==> src/sv/frame_minmax_quantizer_assert.svh <==
// assertion macros shared by the quantizer modules
`ifndef FRAME_MINMAX_QUANTIZER_ASSERT_SVH
`define FRAME_MINMAX_QUANTIZER_ASSERT_SVH
`ifndef SYNTHESIS
// same-cycle implication
`define FMMQ_ASSERT_IMP(label, clk, rstn, ante, cons, msg) \
    label: assert property (@(posedge clk) disable iff (!rstn) (ante) |-> (cons)) \
        else $error(msg);
// next-cycle implication
`define FMMQ_ASSERT_NXT(label, clk, rstn, ante, cons, msg) \
    label: assert property (@(posedge clk) disable iff (!rstn) (ante) |=> (cons)) \
        else $error(msg);
`else
`define FMMQ_ASSERT_IMP(label, clk, rstn, ante, cons, msg)
`define FMMQ_ASSERT_NXT(label, clk, rstn, ante, cons, msg)
`endif
`endif

==> src/sv/fmmq_pkg.sv <==
// shared types and constants of the frame min/max quantizer
package fmmq_pkg;
    localparam int MAX_FRAME = 4096;
    localparam int SAMPLE_W  = 32;
    localparam int POS_W     = $clog2(MAX_FRAME);
    localparam int LEN_W     = POS_W + 1;
    localparam int ADDR_W    = POS_W + 1;
    localparam int RAM_DEPTH = 2 * MAX_FRAME;
    localparam int QV_W      = 16;
    localparam int STEP_W    = 16;
    localparam int FIELD_W   = 3;
    localparam int FPS_W     = 4;
    localparam int MAX_FIELDS = 8;
    localparam int Q_DEPTH   = 4;
    localparam int Q_PTR_W   = $clog2(Q_DEPTH);
    localparam int Q_CNT_W   = $clog2(Q_DEPTH + 1);
    localparam int DIV_STEPS = QV_W;

    localparam logic [QV_W-1:0] QV_MAX = {QV_W{1'b1}};

    // register indexes
    localparam logic [1:0] REG_FRAME_LENGTH    = 2'd0;
    localparam logic [1:0] REG_FIELDS_PER_STEP = 2'd1;
    localparam logic [1:0] REG_SKIP_FIELD      = 2'd2;

    // item kinds
    localparam logic KIND_LOAD  = 1'b0;
    localparam logic KIND_DRAIN = 1'b1;

    typedef struct packed {
        logic [LEN_W-1:0]   frame_length;
        logic [FPS_W-1:0]   fields_per_step;
        logic [FIELD_W-1:0] skip_field;
    } cfg_t;

    typedef struct packed {
        logic signed [SAMPLE_W-1:0] sample;
        logic signed [SAMPLE_W-1:0] lo;
        logic signed [SAMPLE_W-1:0] hi;
        logic [POS_W-1:0]           pixel;
        logic [FIELD_W-1:0]         field;
        logic [STEP_W-1:0]          step;
        logic                       last;
    } entry_t;
endpackage

==> src/sv/fmmq_back.sv <==
// back end: rescales one job with a bit-serial divider and holds the result
`include "frame_minmax_quantizer_assert.svh"
module fmmq_back (
    input  logic                         aclk,
    input  logic                         aresetn,
    input  logic [fmmq_pkg::Q_CNT_W-1:0] q_count,
    input  fmmq_pkg::entry_t             q_data,
    output logic                         pop,
    output logic                         m_valid,
    input  logic                         m_ready,
    output logic [15:0]                  m_quantized_value,
    output logic [11:0]                  m_pixel_index,
    output logic [2:0]                   m_field_number,
    output logic [15:0]                  m_step_number,
    output logic                         m_last_in_frame
);
    localparam int SW = fmmq_pkg::SAMPLE_W;
    localparam int QW = fmmq_pkg::QV_W;
    localparam int CW = $clog2(fmmq_pkg::DIV_STEPS);

    typedef enum logic [1:0] {ST_IDLE, ST_DIV, ST_OUT} state_t;

    state_t state_reg;
    logic [SW-1:0] span_reg, rem_reg;
    logic [QW-1:0] nlo_reg, quo_reg;
    logic [CW-1:0] cnt_reg;
    logic [fmmq_pkg::POS_W-1:0]   pixel_reg;
    logic [fmmq_pkg::FIELD_W-1:0] field_reg;
    logic [fmmq_pkg::STEP_W-1:0]  step_reg;
    logic                         last_reg;

    logic [SW:0]      span_w, diff_w;
    logic             is_zero, is_full;
    logic [SW+QW-1:0] numer;
    logic [SW:0]      rem_sh;
    logic             ge;

    // operand preparation for the job at the queue head
    assign span_w  = {q_data.hi[SW-1], q_data.hi} - {q_data.lo[SW-1], q_data.lo};
    assign diff_w  = {q_data.sample[SW-1], q_data.sample} - {q_data.lo[SW-1], q_data.lo};
    assign is_zero = (q_data.hi <= q_data.lo) || (q_data.sample <= q_data.lo);
    assign is_full = diff_w[SW-1:0] >= span_w[SW-1:0];
    // diff * 65535 as a shift and subtract
    assign numer   = {diff_w[SW-1:0], {QW{1'b0}}} - {{QW{1'b0}}, diff_w[SW-1:0]};

    // one quotient bit per cycle
    assign rem_sh = {rem_reg, nlo_reg[QW-1]};
    assign ge     = rem_sh >= {1'b0, span_reg};

    assign pop = (state_reg == ST_IDLE) && (q_count != '0);

    // control and result registers
    always_ff @(posedge aclk) begin
        if (!aresetn) begin
            state_reg <= ST_IDLE;
        end else begin
            unique case (state_reg)
                ST_IDLE: begin
                    if (pop) begin
                        pixel_reg <= q_data.pixel;
                        field_reg <= q_data.field;
                        step_reg  <= q_data.step;
                        last_reg  <= q_data.last;
                        span_reg  <= span_w[SW-1:0];
                        rem_reg   <= numer[SW+QW-1:QW];
                        nlo_reg   <= numer[QW-1:0];
                        cnt_reg   <= '0;
                        if (is_zero) begin
                            quo_reg   <= '0;
                            state_reg <= ST_OUT;
                        end else if (is_full) begin
                            quo_reg   <= fmmq_pkg::QV_MAX;
                            state_reg <= ST_OUT;
                        end else begin
                            quo_reg   <= '0;
                            state_reg <= ST_DIV;
                        end
                    end
                end
                ST_DIV: begin
                    rem_reg <= ge ? SW'(rem_sh - {1'b0, span_reg}) : rem_sh[SW-1:0];
                    nlo_reg <= {nlo_reg[QW-2:0], 1'b0};
                    quo_reg <= {quo_reg[QW-2:0], ge};
                    cnt_reg <= cnt_reg + CW'(1);
                    if (cnt_reg == CW'(fmmq_pkg::DIV_STEPS - 1)) begin
                        state_reg <= ST_OUT;
                    end
                end
                ST_OUT: begin
                    if (m_ready) state_reg <= ST_IDLE;
                end
                default: state_reg <= ST_IDLE;
            endcase
        end
    end

    assign m_valid           = (state_reg == ST_OUT);
    assign m_quantized_value = quo_reg;
    assign m_pixel_index     = pixel_reg;
    assign m_field_number    = field_reg;
    assign m_step_number     = step_reg;
    assign m_last_in_frame   = last_reg;

    `FMMQ_ASSERT_NXT(a_div_ends, aclk, aresetn, state_reg == ST_DIV && cnt_reg == CW'(fmmq_pkg::DIV_STEPS - 1), state_reg == ST_OUT, "divider did not finish")
endmodule

==> config.mk <==
export PLATFORM = sky130hd
export DESIGN_NAME = fmmq_back
export DESIGN_NICKNAME = d
export VERILOG_FILES = /design/src/sv/fmmq_pkg.sv /design/src/sv/fmmq_back.sv
export VERILOG_INCLUDE_DIRS = /design/src /design/src/sv
export SDC_FILE = /design/constraint.sdc
export NUM_CORES = 1
export LEC_CHECK = 0
export BUFFER_PORTS_ARGS = -buffer_cell sky130_fd_sc_hd__buf_2
export CAP_MARGIN = 20
export CELL_PAD_IN_SITES_DETAIL_PLACEMENT = 0
export CELL_PAD_IN_SITES_GLOBAL_PLACEMENT = 1
export CORE_UTILIZATION = 49
export CTS_CLUSTER_DIAMETER = 80
export DETAILED_ROUTE_END_ITERATION = 16
export GPL_TIMING_DRIVEN = 0
export PLACE_DENSITY = 0.86
export SYNTH_ARGS = -nofsm -noshare
export SYNTH_HDL_FRONTEND = slang
export SYNTH_SLANG_ARGS = --single-unit
==> constraint.sdc <==
create_clock -name aclk -period 8.8 [get_ports aclk]
set_input_delay 0.44 -clock aclk [delete_from_list [all_inputs] [get_ports aclk]]
set_output_delay 0.44 -clock aclk [all_outputs]
set_load 0.02 [all_outputs]
==> results by group <==
Critical path
  – Setup crit start kind: input pin
  – CP Buf/Inv Count: 4
  – CP top delay family: compound AO/OA/AOI/OAI gates
  – Crit path arrival time: 6520 ps
  – Worst EP required: 9080 ps
  – Crit-path slowest cell: o311ai_0
  – Crit path kind: input pin to register
  – Critical Path Max Stage Delay: 930 ps
  – Worst Setup End Kind: register
  – Crit path max fanout: 10

CTS
  – Post-CTS Hold Buffers: 0
  – H-tree depth: 4
  – CTS resizes: 0
  – Clock Latency Late Sink: 430 ps
  – CTS tree: built
  – CTS Sinks: 134
  – Worst-case clock buffer depth: 2
  – Root buffer cell: clkbuf_16
  – Clk pin slew, worst setup/hold paths: 70 ps
  – CTS Buf Count: 17
  – Postcts setup bufs: 0

Power and ir drop
  – VDD IR max: 0.1909 mV
  – Leak: 6.758 nW
  – Power density cells: 252.7 nW/um2

STA
  – Final period util: 0.7093
  – Period minus WS final: 6242 ps
  – Hold Violations, Final: 0
  – Clk_skew: 10.01 ps
  – Setup TNS: 0 ps
  – Slew @ Worst Pin: 1092 ps
  – RSZ-0062 raised after global routing: no
  – # setup viols final: 0
  – Normalized max-slew margin: 0.2625
  – Max Clk Rate: 0.1602 GHz
  – Post-route setup slack: 2558 ps
  – Max-slew violation count: 0

Floorplanning
  – Die area: 27,240 um2
  – Initial core utilization: 0.4999
  – Die Wd: 165.0 um
  – Die Y: 165.0 um
  – Ports: 184
  – Core footprint: 26,060 um2
  – FP Rows: 59

Yosys
  – Synth Area per Inst: 8.892 um2
  – Primary FF master, synth: edfxtp_1
  – Ys async rst share: 0
  – Synthesized net count: 1,745
  – Seq/Total Area, Yosys: 0.3074
  – Post-synth EDFFs: 132
  – #FFs+latches synth: 134
  – Synthesized cell area: 13,030 um2
  – Post-Synthesis Cells: 1,465
  – Synth cell types: 94
  – Yosys Warn Count: 0

GRT
  – Largest net degree at the start of global routing: 65
  – Global-route wire length before repair: 57.95 mm
  – Vias in the first global route: 10.90k
  – Overall global routing resource usage: 0.2779
  – Initial antenna violation count: 0
  – Remaining global-route overflow: 0

Detailed routing
  – DR vias: 11.98k
  – Via density: 5.924
  – Final wirelength: 37.86 mm
  – ANT nets after route: 0
  – Residual DRC: 0
  – DR WL/cell: 18.72 um
  – First-pass iteration count of the detailed router: 5
  – Initial DRC count: 884

Finish
  – Most frequent cells in the layout: 185 x buf_2, 143 x ha_1, 140 x inv_1, 132 x edfxtp_1, 109 x a21oi_1
  – Filler instances: 2,367
  – Layout cell share with drive strength beyond 1: 0.1647
  – Commonest non-fill, non-tap cell in the layout: buf_2
  – Antenna cells: 0
  – P&R area growth vs syn: 15.36%
  – Multi-input combinational cell area: 8341 um2
  – Reg area: 4004 um2
  – Final Net Count: 1,955
  – Layout Cells excl Fill: 2,023

Placement
  – Port Buffers: 183
  – Placed wire-length estimate: 30.92 mm
  – Cells after DPL: 1,990
  – Setup WS pre-CTS: 2267 ps
  – Routability cong.: 0.9430

Run status
  – Status: finished clean

Worst hold path
  – Hold WC Path Type: input pin to register

Job
  – # Max-Cap Violations: 0
==> logic make-up after synthesis <==
family                   after synthesis  synth area share
flip-flops                           134            0.3074
AND/OR/NAND/NOR                      420            0.1626
adder cells (fa/ha/maj)              146            0.1420
AO/OA/AOI/OAI                        466            0.2514
XOR/XNOR                             110           0.07559
multiplexers                          10          0.007972
buffers and inverters                179           0.05312
==> metal layers <==
layer  part of all wire  track usage  up-vias  wire [um]
li1                   -            -     5863          -
met1               0.47       0.3876     5601      17790
met2               0.44       0.4433      467      16840
met3              0.062      0.03591       53       2338
met4              0.024      0.08716        0        895
met5                  0            0        -          0
==> where the power goes <==
group          total [mW]  internal, mW  switching [mW]
Combinational        2.10         0.792            1.31
Clock               0.699         0.378           0.321
Sequential           1.00         0.935          0.0647
==> worst reg2reg max path, cell delays in order (launching register included) <==
cell       delay, ps
edfxtp_1         400
inv_1             60
ha_1             320
nor2b_1          150
o31ai_1          470
a211o_1          230
a31oi_1          150
o2111ai_1        310
a31oi_1          180
o41ai_1          250
buf_2            240
clkbuf_1         500
clkbuf_1         590
o211ai_1         160
o21a_1           150
==> final cells by class <==
type	instances	area share
buffer	39	0.01107
clock buffer	17	0.02831
clock inverter	15	0.01016
inverter	140	0.03497
multi-input combinational	1152	0.5550
sequential	134	0.2664
tap	335	0.02789
timing repair buffer	191	0.06611
==> path summary, 6_finish.rpt <==
kind	startpoint	to	slack (ps)	cells past startpoint
setup reg to reg	span_reg[1]	rem_reg[0]	4400	14
setup / recovery	q_data[32]	m_quantized_value[0]	2560	25
hold / removal	q_data[23]	m_pixel_index[3]	180	1
hold reg to reg	nlo_reg[0]	nlo_reg[1]	520	2
==> cell usage after synthesis (all sizes together) (4+ instances only) <==
cell type	count	share of area
a211o	6	0.0040
a211oi	37	0.022
a21boi	6	0.0035
a21o	66	0.038
a21oi	115	0.046
a311oi	9	0.0093
a31oi	17	0.0086
and2	13	0.0062
and3	17	0.0082
and4	7	0.0049
buf	4	0.0026
clkbuf	35	0.010
edfxtp	132	0.30
ha	143	0.14
inv	140	0.040
mux2i	7	0.0054
nand2	99	0.029
nand2b	20	0.0096
nand3	32	0.013
nand4	22	0.011
nor2	103	0.030
nor2b	23	0.011
nor3	37	0.015
nor4	10	0.0048
o2111ai	6	0.0040
o211a	7	0.0054
o211ai	14	0.0081
o21a	21	0.012
o21ai	76	0.030
o21bai	22	0.013
o22ai	5	0.0024
o311ai	4	0.0027
o31a	7	0.0048
o31ai	13	0.010
o41ai	5	0.0034
or2	11	0.0053
or3	11	0.0057
xnor2	64	0.044
xor2	45	0.030
==> through the flow <==
stage	power, mW	util	hold WS, ps	cell area (um2)
after floorplan	2.500	-	483.6	13030
after global placement	3.044	0.5511	490.7	14360
after detailed placement	3.065	0.5543	497.8	14440
after CTS	3.772	0.5765	167.7	15020
after global routing	4.049	0.5767	159.6	15030
final	3.797	0.5767	180.3	15030
Power figures use the tool's default switching activity.
