`src/sv/frame_minmax_quantizer_assert.svh`:
```
// assertion macros shared by the quantizer modules
`ifndef FRAME_MINMAX_QUANTIZER_ASSERT_SVH
`define FRAME_MINMAX_QUANTIZER_ASSERT_SVH
`ifndef SYNTHESIS
// same-cycle implication
`define FMMQ_ASSERT_IMP(label, clk, rstn, ante, cons, msg) \
    label: assert property (@(posedge clk) disable iff (!rstn) (ante) |-> (cons)) \
        else $error(msg);
// next-cycle implication
`define FMMQ_ASSERT_NXT(label, clk, rstn, ante, cons, msg) \
    label: assert property (@(posedge clk) disable iff (!rstn) (ante) |=> (cons)) \
        else $error(msg);
`else
`define FMMQ_ASSERT_IMP(label, clk, rstn, ante, cons, msg)
`define FMMQ_ASSERT_NXT(label, clk, rstn, ante, cons, msg)
`endif
`endif

```
`src/sv/fmmq_pkg.sv`:
```
// shared types and constants of the frame min/max quantizer
package fmmq_pkg;
    localparam int MAX_FRAME = 4096;
    localparam int SAMPLE_W  = 32;
    localparam int POS_W     = $clog2(MAX_FRAME);
    localparam int LEN_W     = POS_W + 1;
    localparam int ADDR_W    = POS_W + 1;
    localparam int RAM_DEPTH = 2 * MAX_FRAME;
    localparam int QV_W      = 16;
    localparam int STEP_W    = 16;
    localparam int FIELD_W   = 3;
    localparam int FPS_W     = 4;
    localparam int MAX_FIELDS = 8;
    localparam int Q_DEPTH   = 4;
    localparam int Q_PTR_W   = $clog2(Q_DEPTH);
    localparam int Q_CNT_W   = $clog2(Q_DEPTH + 1);
    localparam int DIV_STEPS = QV_W;

    localparam logic [QV_W-1:0] QV_MAX = {QV_W{1'b1}};

    // register indexes
    localparam logic [1:0] REG_FRAME_LENGTH    = 2'd0;
    localparam logic [1:0] REG_FIELDS_PER_STEP = 2'd1;
    localparam logic [1:0] REG_SKIP_FIELD      = 2'd2;

    // item kinds
    localparam logic KIND_LOAD  = 1'b0;
    localparam logic KIND_DRAIN = 1'b1;

    typedef struct packed {
        logic [LEN_W-1:0]   frame_length;
        logic [FPS_W-1:0]   fields_per_step;
        logic [FIELD_W-1:0] skip_field;
    } cfg_t;

    typedef struct packed {
        logic signed [SAMPLE_W-1:0] sample;
        logic signed [SAMPLE_W-1:0] lo;
        logic signed [SAMPLE_W-1:0] hi;
        logic [POS_W-1:0]           pixel;
        logic [FIELD_W-1:0]         field;
        logic [STEP_W-1:0]          step;
        logic                       last;
    } entry_t;
endpackage

```
`src/sv/fmmq_queue.sv`:
```
// short job queue between front and back ends
`include "frame_minmax_quantizer_assert.svh"
module fmmq_queue (
    input  logic                         aclk,
    input  logic                         aresetn,
    input  logic                         push,
    input  fmmq_pkg::entry_t             push_data,
    input  logic                         pop,
    output fmmq_pkg::entry_t             pop_data,
    output logic [fmmq_pkg::Q_CNT_W-1:0] count
);
    localparam int PTW = fmmq_pkg::Q_PTR_W;

    fmmq_pkg::entry_t slot_reg [fmmq_pkg::Q_DEPTH];
    logic [PTW-1:0] wptr_reg, rptr_reg;
    logic [fmmq_pkg::Q_CNT_W-1:0] count_reg;

    // pointers and fill count
    always_ff @(posedge aclk) begin
        if (!aresetn) begin
            wptr_reg  <= '0;
            rptr_reg  <= '0;
            count_reg <= '0;
        end else begin
            if (push) wptr_reg <= wptr_reg + PTW'(1);
            if (pop)  rptr_reg <= rptr_reg + PTW'(1);
            if (push && !pop) begin
                count_reg <= count_reg + fmmq_pkg::Q_CNT_W'(1);
            end else if (pop && !push) begin
                count_reg <= count_reg - fmmq_pkg::Q_CNT_W'(1);
            end
        end
    end

    // storage
    always_ff @(posedge aclk) begin
        if (push) slot_reg[wptr_reg] <= push_data;
    end

    assign pop_data = slot_reg[rptr_reg];
    assign count    = count_reg;

    `FMMQ_ASSERT_IMP(a_no_overflow, aclk, aresetn, push && !pop, count_reg < fmmq_pkg::Q_CNT_W'(fmmq_pkg::Q_DEPTH), "queue overflow")
    `FMMQ_ASSERT_IMP(a_no_underflow, aclk, aresetn, pop, count_reg != '0, "queue underflow")
endmodule

```
`config.mk`:
```
export PLATFORM = sky130hd
export DESIGN_NAME = fmmq_queue
export DESIGN_NICKNAME = d
export VERILOG_FILES = /design/src/sv/fmmq_pkg.sv /design/src/sv/fmmq_queue.sv
export VERILOG_INCLUDE_DIRS = /design/src /design/src/sv
export SDC_FILE = /design/constraint.sdc
export NUM_CORES = 1
export LEC_CHECK = 0
export BUFFER_PORTS_ARGS = -buffer_cell sky130_fd_sc_hd__buf_2
export CAP_MARGIN = 20
export CORE_MARGIN = 2
export CORE_UTILIZATION = 60
export DETAILED_ROUTE_END_ITERATION = 7
export PLACE_DENSITY_LB_ADDON = 0.3
export SYNTH_ARGS = -nofsm -noshare
export SYNTH_HDL_FRONTEND = slang
export SYNTH_SLANG_ARGS = --single-unit
```
`constraint.sdc`:
```
create_clock -name aclk -period 12.9 [get_ports aclk]
set_input_delay 1.935 -clock aclk [delete_from_list [all_inputs] [get_ports aclk]]
set_output_delay 1.935 -clock aclk [all_outputs]
set_load 0.1 [all_outputs]
```
==> flow_metrics.tcl, run 1 <==
set metrics [dict create \
    status "finished clean" \
    rsz0062_at_grt "no" \
    via_per_inst 5.817 \
    numCtsBuffers 50 \
    muxShareOfSynthArea 0.1527 \
    setup_viol_count_final 0 \
    routedWlPerCell_um 23.50 \
    synth_area_leaders "edfxtp_1 81%, mux4_2 15%, buf_12 1.1%" \
    pin_count 263 \
    root_buffer "clkbuf_16" \
    synth.yosys.warnings 0 \
    cts_tree "built" \
    area_delta_synth_final_pct 16.84 \
    seq_area_frac_synth 0.8185 \
    drc 0 \
    synth_compound_area_frac 0.0006584 \
    fmax_ghz 0.1878 \
    dp.final_hpwl_um 19830 \
    first_pass_iters 4 \
    drive_gt1_frac 0.4545 \
    path_max_fanout 48 \
    die_y_um 182.0 \
    layout.nets 1144 \
    fp.coreArea_um2 31390 \
    grtUsageTotal 0.2106 \
    slew_headroom 0.3168 \
    synth_cell_type_count 19 \
    synthXorXnorAreaFrac 0.002304 \
    clk_path_buf_depth 3 \
    drv_cap 0 \
    p_leak_nw 7.478 \
    cts_hold_repair.buffers 0 \
    clk_latency_ns 0.55 \
    grt_max_degree 69 \
    synthSimpleGateAreaFrac 0.004148 \
    drt-initial-drc-count 654 \
    worst-path-buf-inv 2 \
    cp_cell_sequence "buf_4 > mux4_2 > buf_2" \
    grt_pass1_vias 8782 \
    criticalPathCategory "reg -> out" \
    die_area_um2 33110 \
    cp-end-kind "output port" \
    synth_nets 847 \
    post_cts_resized 0 \
    synth-seq-cells 521 \
    synth_top_area_cell "edfxtp_1" \
    path_delay_family "buffers and inverters" \
    netlist_area_um2 19000 \
    synth_adder_area_share 0.004345 \
    min_period_ns 5.324 \
    avgSynthCellArea_um2 26.80 \
    fin_cells 1454 \
    dpl.cell_count 1356 \
    grt_pass1_wl_um 52020 \
    powerDensity_nw_per_um2 186.7 \
    largest_register_ffs 512 \
    clock_sinks 521 \
    critPathLaunchType "flip-flop" \
    ir_worst_vdd_v 0.0001382 \
    overflow 0 \
    skew_ns 0.01281 \
    cts_setup_buffers 0 \
    final-max-slew-violation-count 0 \
    slowest_delay_ns 0.97 \
    dr_total_vias 8458 \
    io_buffer_count 262 \
    place.gp.congestion 0.7213 \
    report.final.hold_viol_count 0 \
    tightest_slew_ns 1.025 \
    die_w_um 182.0 \
    antenna_found_initial 11 \
    htree_levels 2 \
    tns_ns 0 \
    slowest_stage "dfxtp_4" \
    crit_required_ns 10.97 \
    arrival_ns 3.39 \
    initial_core_util 0.6054 \
    rows 65 \
    netlist_instances 709 \
    fin_crit_sh 0.4127 \
    synth_top_family_by_area "multiplexers" \
    ant_nets 0 \
    hp-class "reg -> reg" \
    synth_top_area_share 0.8090 \
    wl_um 34170 \
    path_clk_slew_ns 0.06 \
]
-- through the flow --
step	hold slack [ns]	worst slack [ns]	util	instance area (µm²)	power, mW
detailed placement	0.4919	7.989	0.6564	20600	2.787
global route	0.5531	7.246	0.7071	22200	4.275
floorplan	0.5276	7.530	-	19000	2.666
CTS	0.5007	7.385	0.7068	22190	4.183
finish	0.4999	7.576	0.7073	22210	4.145
global placement	0.4752	8.010	0.6564	20600	2.778
-- Yosys cell counts --
master,n
buf_6,4
xnor2_1,2
or3_1,1
nand2_1,1
ha_1,5
o21ai_0,1
buf_2,13
edfxtp_1,512
mux2i_1,2
dfxtp_1,9
xor2_1,3
mux4_2,128
a21boi_0,1
buf_12,10
inv_1,4
nor2b_1,2
clkbuf_1,1
fa_1,1
and2_1,9
-- worst reg2reg max path, cell delays in order (launching register included) --
cell and delay [ns]:
dfxtp_1 0.42, ha_1 0.20, and2_4 0.29, buf_4 0.71
buf_4 0.83
-- metal layers --
| layer | GRT usage | routed length, µm | vias up |
|---|---|---|---|
| met5 | 0 | 55 | - |
| met4 | 0.07355 | 950 | 10 |
| met3 | 0.06077 | 2884 | 71 |
| met2 | 0.3246 | 16680 | 317 |
| met1 | 0.2961 | 13610 | 4372 |
| li1 | - | - | 3688 |
-- cells by family after synthesis --
family	count (synthesis)
DFF	521
and+or+nand+nor	13
muxes	130
buffers and inverters	32
xor gates and xnor gates	5
adders and majority gates	6
AOI/OAI and AO/OA	2
-- power by group --
part | internal (mW) | switching (mW) | total, mW
clock network | 0.821 | 0.579 | 1.40
logic | 0.155 | 0.611 | 0.765
registers | 1.95 | 0.0341 | 1.98
total | 2.92 | 1.22 | 4.15
-- layout make-up --
cell class	count	area (µm²)
sequential	521	15560
fill	1847	9188
multi-input combinational	156	3131
timing repair buffer	273	1394
clock buffer	60	1310
tap	402	503.0
clock inverter	31	272.8
antenna	7	17.52
inverter	4	15.01
-- path summary, 6_finish.rpt --
path | from | to | slack [ns] | depth (start not counted)
worst max-delay path | flip-flop | pop_data[32] | 7.58 | 3
worst min-delay path | count[2] | count[2] | 0.50 | 2
worst max register to register | wptr_reg[0] | slot_reg[3][107] | 10.00 | 4
worst min register to register | count[2] | count[2] | 0.50 | 2
-- layout by cell type (no fill, tap or decap), types with 7 or more instances in the layout --
cell type / Yosys / routed
clkinv_2: 0 / 9
edfxtp_1: 512 / 512
clkinv_1: 0 / 14
dfxtp_1: 9 / 7
clkbuf_16: 0 / 51
mux4_2: 128 / 128
buf_2: 13 / 262
buf_4: 0 / 11
diode_2: 0 / 7
clkbuf_1: 1 / 9
Note: power is estimated with default switching activity, not from simulation.
==> inputs of run 2 (changes only) <==
--- a/config.mk
+++ b/config.mk
@@ -6,10 +6,11 @@
 export SDC_FILE = /design/constraint.sdc
 export NUM_CORES = 1
 export LEC_CHECK = 0
+export ABC_AREA = 1
 export BUFFER_PORTS_ARGS = -buffer_cell sky130_fd_sc_hd__buf_2
 export CAP_MARGIN = 20
 export CORE_MARGIN = 2
-export CORE_UTILIZATION = 60
+export CORE_UTILIZATION = 57
 export DETAILED_ROUTE_END_ITERATION = 7
 export PLACE_DENSITY_LB_ADDON = 0.3
 export SYNTH_ARGS = -nofsm -noshare
==> constraint.sdc (replaced) <==
create_clock -name aclk -period 5.5 [get_ports aclk]
set_input_delay 0.825 -clock aclk [delete_from_list [all_inputs] [get_ports aclk]]
set_output_delay 0.825 -clock aclk [all_outputs]
set_load 0.1 [all_outputs]
==> flow_metrics.tcl, run 2 <==
set metrics [dict create \
    status "finished clean" \
    largest_register_ffs 512 \
    dp.final_hpwl_um 21850 \
    path_clk_slew_ns 0.06 \
    synth_top_area_cell "edfxtp_1" \
    synth-seq-cells 521 \
    hp-start "push_data[35]" \
    dr_total_vias 11480 \
    clk_latency_ns 0.59 \
    layout_common_cells "512 x edfxtp_1, 262 x buf_2, 231 x nor2_1, 146 x o21ai_0, 116 x o21ai_1" \
    synth_top_family_by_area "compound AO/OA/AOI/OAI gates" \
    final_common_cell "edfxtp_1" \
    fp.coreArea_um2 34370 \
    antenna_found_initial 11 \
    fillCellCount 2421 \
    pwr-share-clk 0.337 \
    worst-path-buf-inv 2 \
    cp_cell_sequence "buf_4 > o21ai_0 > o22ai_1 > buf_2" \
    layout.nets 1675 \
    post_cts_resized 0 \
    overflow 0 \
    drive_gt1_frac 0.2654 \
    io_buffer_count 262 \
    synth_nets 1432 \
    via_per_inst 5.638 \
    synth_top_area_share 0.7781 \
    criticalPathCategory "reg -> out" \
    synth_area_leaders "edfxtp_1 78%, nor2_1 4.4%, o21ai_0 3.7%" \
    cp-end-kind "output port" \
    wl_um 40480 \
    avgSynthCellArea_um2 15.27 \
    rows 68 \
    setup_viol_count_final 0 \
    synthSimpleGateAreaFrac 0.05566 \
    routedWlPerCell_um 19.87 \
    clk_path_buf_depth 3 \
    drv_cap 0 \
    cts_tree "built" \
    initial_core_util 0.5749 \
    report.final.hold_viol_count 0 \
    muxShareOfSynthArea 0 \
    r2r-start "wptr_reg[0]" \
    pin_count 263 \
    synth_cell_type_count 24 \
    seq_area_frac_synth 0.7872 \
    htree_levels 2 \
    die_area_um2 36170 \
    grt_max_degree 155 \
    slowest_delay_ns 0.82 \
    grt_pass1_vias 11430 \
    synth_common_cells "512 x edfxtp_1, 231 x nor2_1, 146 x o21ai_0" \
    synth_adder_area_share 0.004179 \
    skew_ns 0.01523 \
    cts_setup_buffers 0 \
    clock_sinks 521 \
    critPathLaunchType "flip-flop" \
    drt-initial-drc-count 922 \
    drc 0 \
    ir_worst_vdd_v 0.0003295 \
    synth_edf_count 512 \
    crit_required_ns 4.68 \
    sw_frac_of_total 0.3036 \
    min_period_ns 4.087 \
    tightest_slew_ns 1.056 \
    fmax_ghz 0.2447 \
    powerDensity_nw_per_um2 417.7 \
    arrival_ns 3.26 \
    cts_hold_repair.buffers 0 \
    path_max_fanout 86 \
    die_w_um 190.2 \
    place.gp.congestion 0.7661 \
    combPwrFrac 0.180 \
    synth.yosys.warnings 0 \
    final-max-slew-violation-count 0 \
    area_delta_synth_final_pct 15.23 \
    die_y_um 190.2 \
    numCtsBuffers 50 \
    synth_compound_area_frac 0.1206 \
    seqPwrFrac 0.483 \
    netlist_instances 1294 \
    fin_crit_sh 0.7432 \
    synth_ff_type "edfxtp_1" \
    grt_pass1_wl_um 62070 \
    ys_async_sr_fraction 0 \
    yosys.cell_count.top_type "edfxtp_1" \
    hp-class "in -> reg" \
    path_delay_family "buffers and inverters" \
    rsz0062_at_grt "no" \
    tns_ns 0 \
    netlist_area_um2 19760 \
    grtUsageTotal 0.2249 \
    synthXorXnorAreaFrac 0 \
    first_pass_iters 5 \
    ant_nets 0 \
    p_total_mw 9.512 \
    p_leak_nw 7.887 \
    slew_headroom 0.2957 \
    root_buffer "clkbuf_16" \
    slowest_stage "dfxtp_4" \
    p_int_mw 6.624 \
    switchingPower_mw 2.888 \
]
[run 2: cell types whose count changed in the layout (fill, tap and decap cells not counted), sizes merged, moves of 6 or more]
cell	delta
and2	-9
nor2	+261
mux4	-128
nand2	+8
o21ai	+261
inv	+14
clkinv	-6
o22ai	+128
[run 2: final timing paths]
path                            depth (start not counted)               end  slack, ns
worst min-delay path                                    1   slot_reg[1][35]       0.45
worst max-delay path                                    4      pop_data[67]       1.41
worst min register to register                          2       rptr_reg[0]       0.51
worst max register to register                          5  slot_reg[2][119]       3.22
[run 2: layer usage]
layer	global-route usage	wire [µm]	up-vias
met5	0	96	-
met1	0.2832	16070	5665
met3	0.07508	3645	73
met2	0.3685	19770	340
met4	0.07782	894	14
li1	-	-	5392
[run 2: kinds of logic (layout without fill, tap and decap cells)]
family	after synthesis	in the layout
flip-flops	521	521
AO/OA/AOI/OAI	394	394
AND/OR/NAND/NOR	272	272
buffers and inverters	101	382
adder cells (fa/ha/maj)	6	6
other	0	7
[run 2: cell type report]
class                   count  area [µm²]  share of cell area
flip-flops and latches    521       15560              0.6835
inverters                  17       96.34            0.004231
clock inverters            25       217.7            0.009562
diodes                      7       17.52           0.0007693
multi-input cells         672        3565              0.1566
repair buffers            275        1434             0.06297
well taps                 455       569.3             0.02500
clock buffers              65        1308             0.05742
[run 2: power groups by stage]
stage	Combinational (mW)	Sequential [mW]	Clock, mW
2_1_floorplan	1.39	4.69	0
3_3_place_gp	1.70	4.68	0
3_5_place_dp	1.71	4.68	0
4_1_cts	1.72	4.60	3.26
5_1_grt	1.79	4.61	3.41
6_report	1.71	4.60	3.20
[run 2: through the flow]
stage / util / std cells / setup WS (ns) / cell area [µm²] / hold slack, ns
4_1_cts: 0.6619 / 2030 / 1.368 / 22750 / 0.4172
6_report: 0.6624 / 2037 / 1.413 / 22770 / 0.4513
5_1_grt: 0.6621 / 2032 / 1.234 / 22760 / 0.4340
3_3_place_gp: 0.6175 / 1940 / 2.122 / 21230 / 0.4829
3_5_place_dp: 0.6175 / 1940 / 2.055 / 21230 / 0.4869
2_1_floorplan: - / 1294 / 1.695 / 19760 / 0.4181
==> inputs of run 3 (changes only) <==
==> constraint.sdc (replaced) <==
create_clock -name aclk -period 3.9 [get_ports aclk]
set_input_delay 0.585 -clock aclk [delete_from_list [all_inputs] [get_ports aclk]]
set_output_delay 0.585 -clock aclk [all_outputs]
set_load 0.1 [all_outputs]
==> flow_metrics.tcl, run 3 (synthesized netlist as in run 2, its figures left out) <==
set metrics [dict create \
    io_buffer_count 262 \
    wl_um 41130 \
    grt_pass1_vias 11470 \
    drc 0 \
    routedWlPerCell_um 20.07 \
    cts_tree "built" \
    p_leak_nw 8.000 \
    min_period_ns 3.494 \
    hp-class "in -> reg" \
    cts_hold_repair.buffers 0 \
    pwr-share-clk 0.344 \
    grt_max_degree 157 \
    layout.nets 1685 \
    crit_required_ns 3.31 \
    critPathLaunchType "flip-flop" \
    fin_crit_sh 0.8960 \
    die_w_um 190.2 \
    antenna_found_initial 16 \
    via_per_inst 5.629 \
    criticalPathCategory "reg -> out" \
    final_common_cell "edfxtp_1" \
    area_delta_synth_final_pct 16.27 \
    drv_cap 0 \
    tns_ns 0 \
    p_int_mw 9.525 \
    die_y_um 190.2 \
    pin_count 263 \
    cts_setup_buffers 0 \
    clk_path_buf_depth 3 \
    ant_nets 0 \
    cp-end-kind "output port" \
    largest_register_ffs 512 \
    grtUsageTotal 0.2263 \
    final-max-slew-violation-count 0 \
    post_cts_resized 0 \
    path_delay_family "buffers and inverters" \
    slew_headroom 0.3816 \
    first_pass_iters 5 \
    slowest_delay_ns 0.47 \
    layout_common_cells "512 x edfxtp_1, 262 x buf_2, 231 x nor2_1, 146 x o21ai_0, 116 x o21ai_1" \
    clk_latency_ns 0.58 \
    ir_worst_vdd_v 0.0004713 \
    arrival_ns 2.91 \
    tightest_slew_ns 0.9276 \
    drive_gt1_frac 0.2738 \
    htree_levels 2 \
    path_clk_slew_ns 0.06 \
    clock_sinks 521 \
    p_total_mw 13.60 \
    grt_pass1_wl_um 62200 \
    hold_slack_ns 0.2184 \
    initial_core_util 0.5749 \
    numCtsBuffers 50 \
    rsz0062_at_grt "no" \
    status "finished clean" \
    powerDensity_nw_per_um2 591.7 \
    root_buffer "clkbuf_16" \
    die_area_um2 36170 \
    fmax_ghz 0.2862 \
    ff2ff_setup_slack_ns 1.84 \
    fillCellCount 2369 \
    setup_viol_count_final 0 \
    slowest_stage "dfxtp_4" \
    skew_ns 0.009709 \
    seqPwrFrac 0.477 \
    cp_cell_sequence "inv_8 > buf_4 > nor2_1 > o22ai_1 > buf_2" \
    report.final.hold_viol_count 0 \
    place.gp.congestion 0.7274 \
    sw_frac_of_total 0.2994 \
    dr_total_vias 11530 \
    overflow 0 \
    drt-initial-drc-count 822 \
    worst-path-buf-inv 3 \
    combPwrFrac 0.179 \
    dp.final_hpwl_um 23340 \
    switchingPower_mw 4.071 \
    path_max_fanout 102 \
    fp.coreArea_um2 34370 \
    rows 68 \
]
[run 3: cell count changes in the layout (fill, tap and decap cells not counted), sizes merged]
cell / previous run / this run
clkbuf: 65 / 67
buf: 275 / 285
bufinv: 3 / 4
diode: 7 / 9
inv: 20 / 17
[run 3: cell type report]
type                       count  area [µm²]  area share
inverter                      17       93.84    0.004084
antenna                        9       22.52   0.0009802
multi-input combinational    672        3565      0.1551
sequential                   521       15560      0.6773
timing repair buffer         285        1572     0.06840
clock buffer                  67        1379     0.06001
clock inverter                23       212.7    0.009258
tap                          455       569.3     0.02478
[run 3: worst paths after layout]
| check | start | to | cells past startpoint |
|---|---|---|---|
| setup / recovery | flip-flop | pop_data[21] | 5 |
| setup reg to reg | wptr_reg[0] | slot_reg[2][35] | 5 |
| hold reg to reg | rptr_reg[1] | flip-flop | 1 |
| hold / removal | push_data[48] | slot_reg[2][48] | 1 |
[run 3: through the flow]
step / std cells / utilization / setup slack [ns] / instance area (µm²)
after detailed placement: 1950 / 0.6215 / 1.049 / 21360
after floorplan: 1294 / - / 0.3346 / 19760
after global routing: 2043 / 0.6680 / 0.2485 / 22960
final: 2049 / 0.6684 / 0.4056 / 22980
after global placement: 1950 / 0.6215 / 1.092 / 21360
after CTS: 2040 / 0.6678 / 0.4213 / 22950
[run 3: per-layer routing]
layer | part of all wire | global-route usage | vias up
met4 | 0.020 | 0.06708 | 18
met3 | 0.094 | 0.07840 | 74
met5 | 0.0028 | 0 | -
li1 | - | - | 5423
met1 | 0.40 | 0.2852 | 5655
met2 | 0.49 | 0.3737 | 363
[run 3: power groups by stage]
stage	registers, mW	clock network, mW	logic (mW)
3_3_place_gp	6.59	0	2.41
4_1_cts	6.48	4.77	2.44
2_1_floorplan	6.62	0	1.96
3_5_place_dp	6.60	0	2.44
6_report	6.48	4.68	2.43
5_1_grt	6.50	4.98	2.54
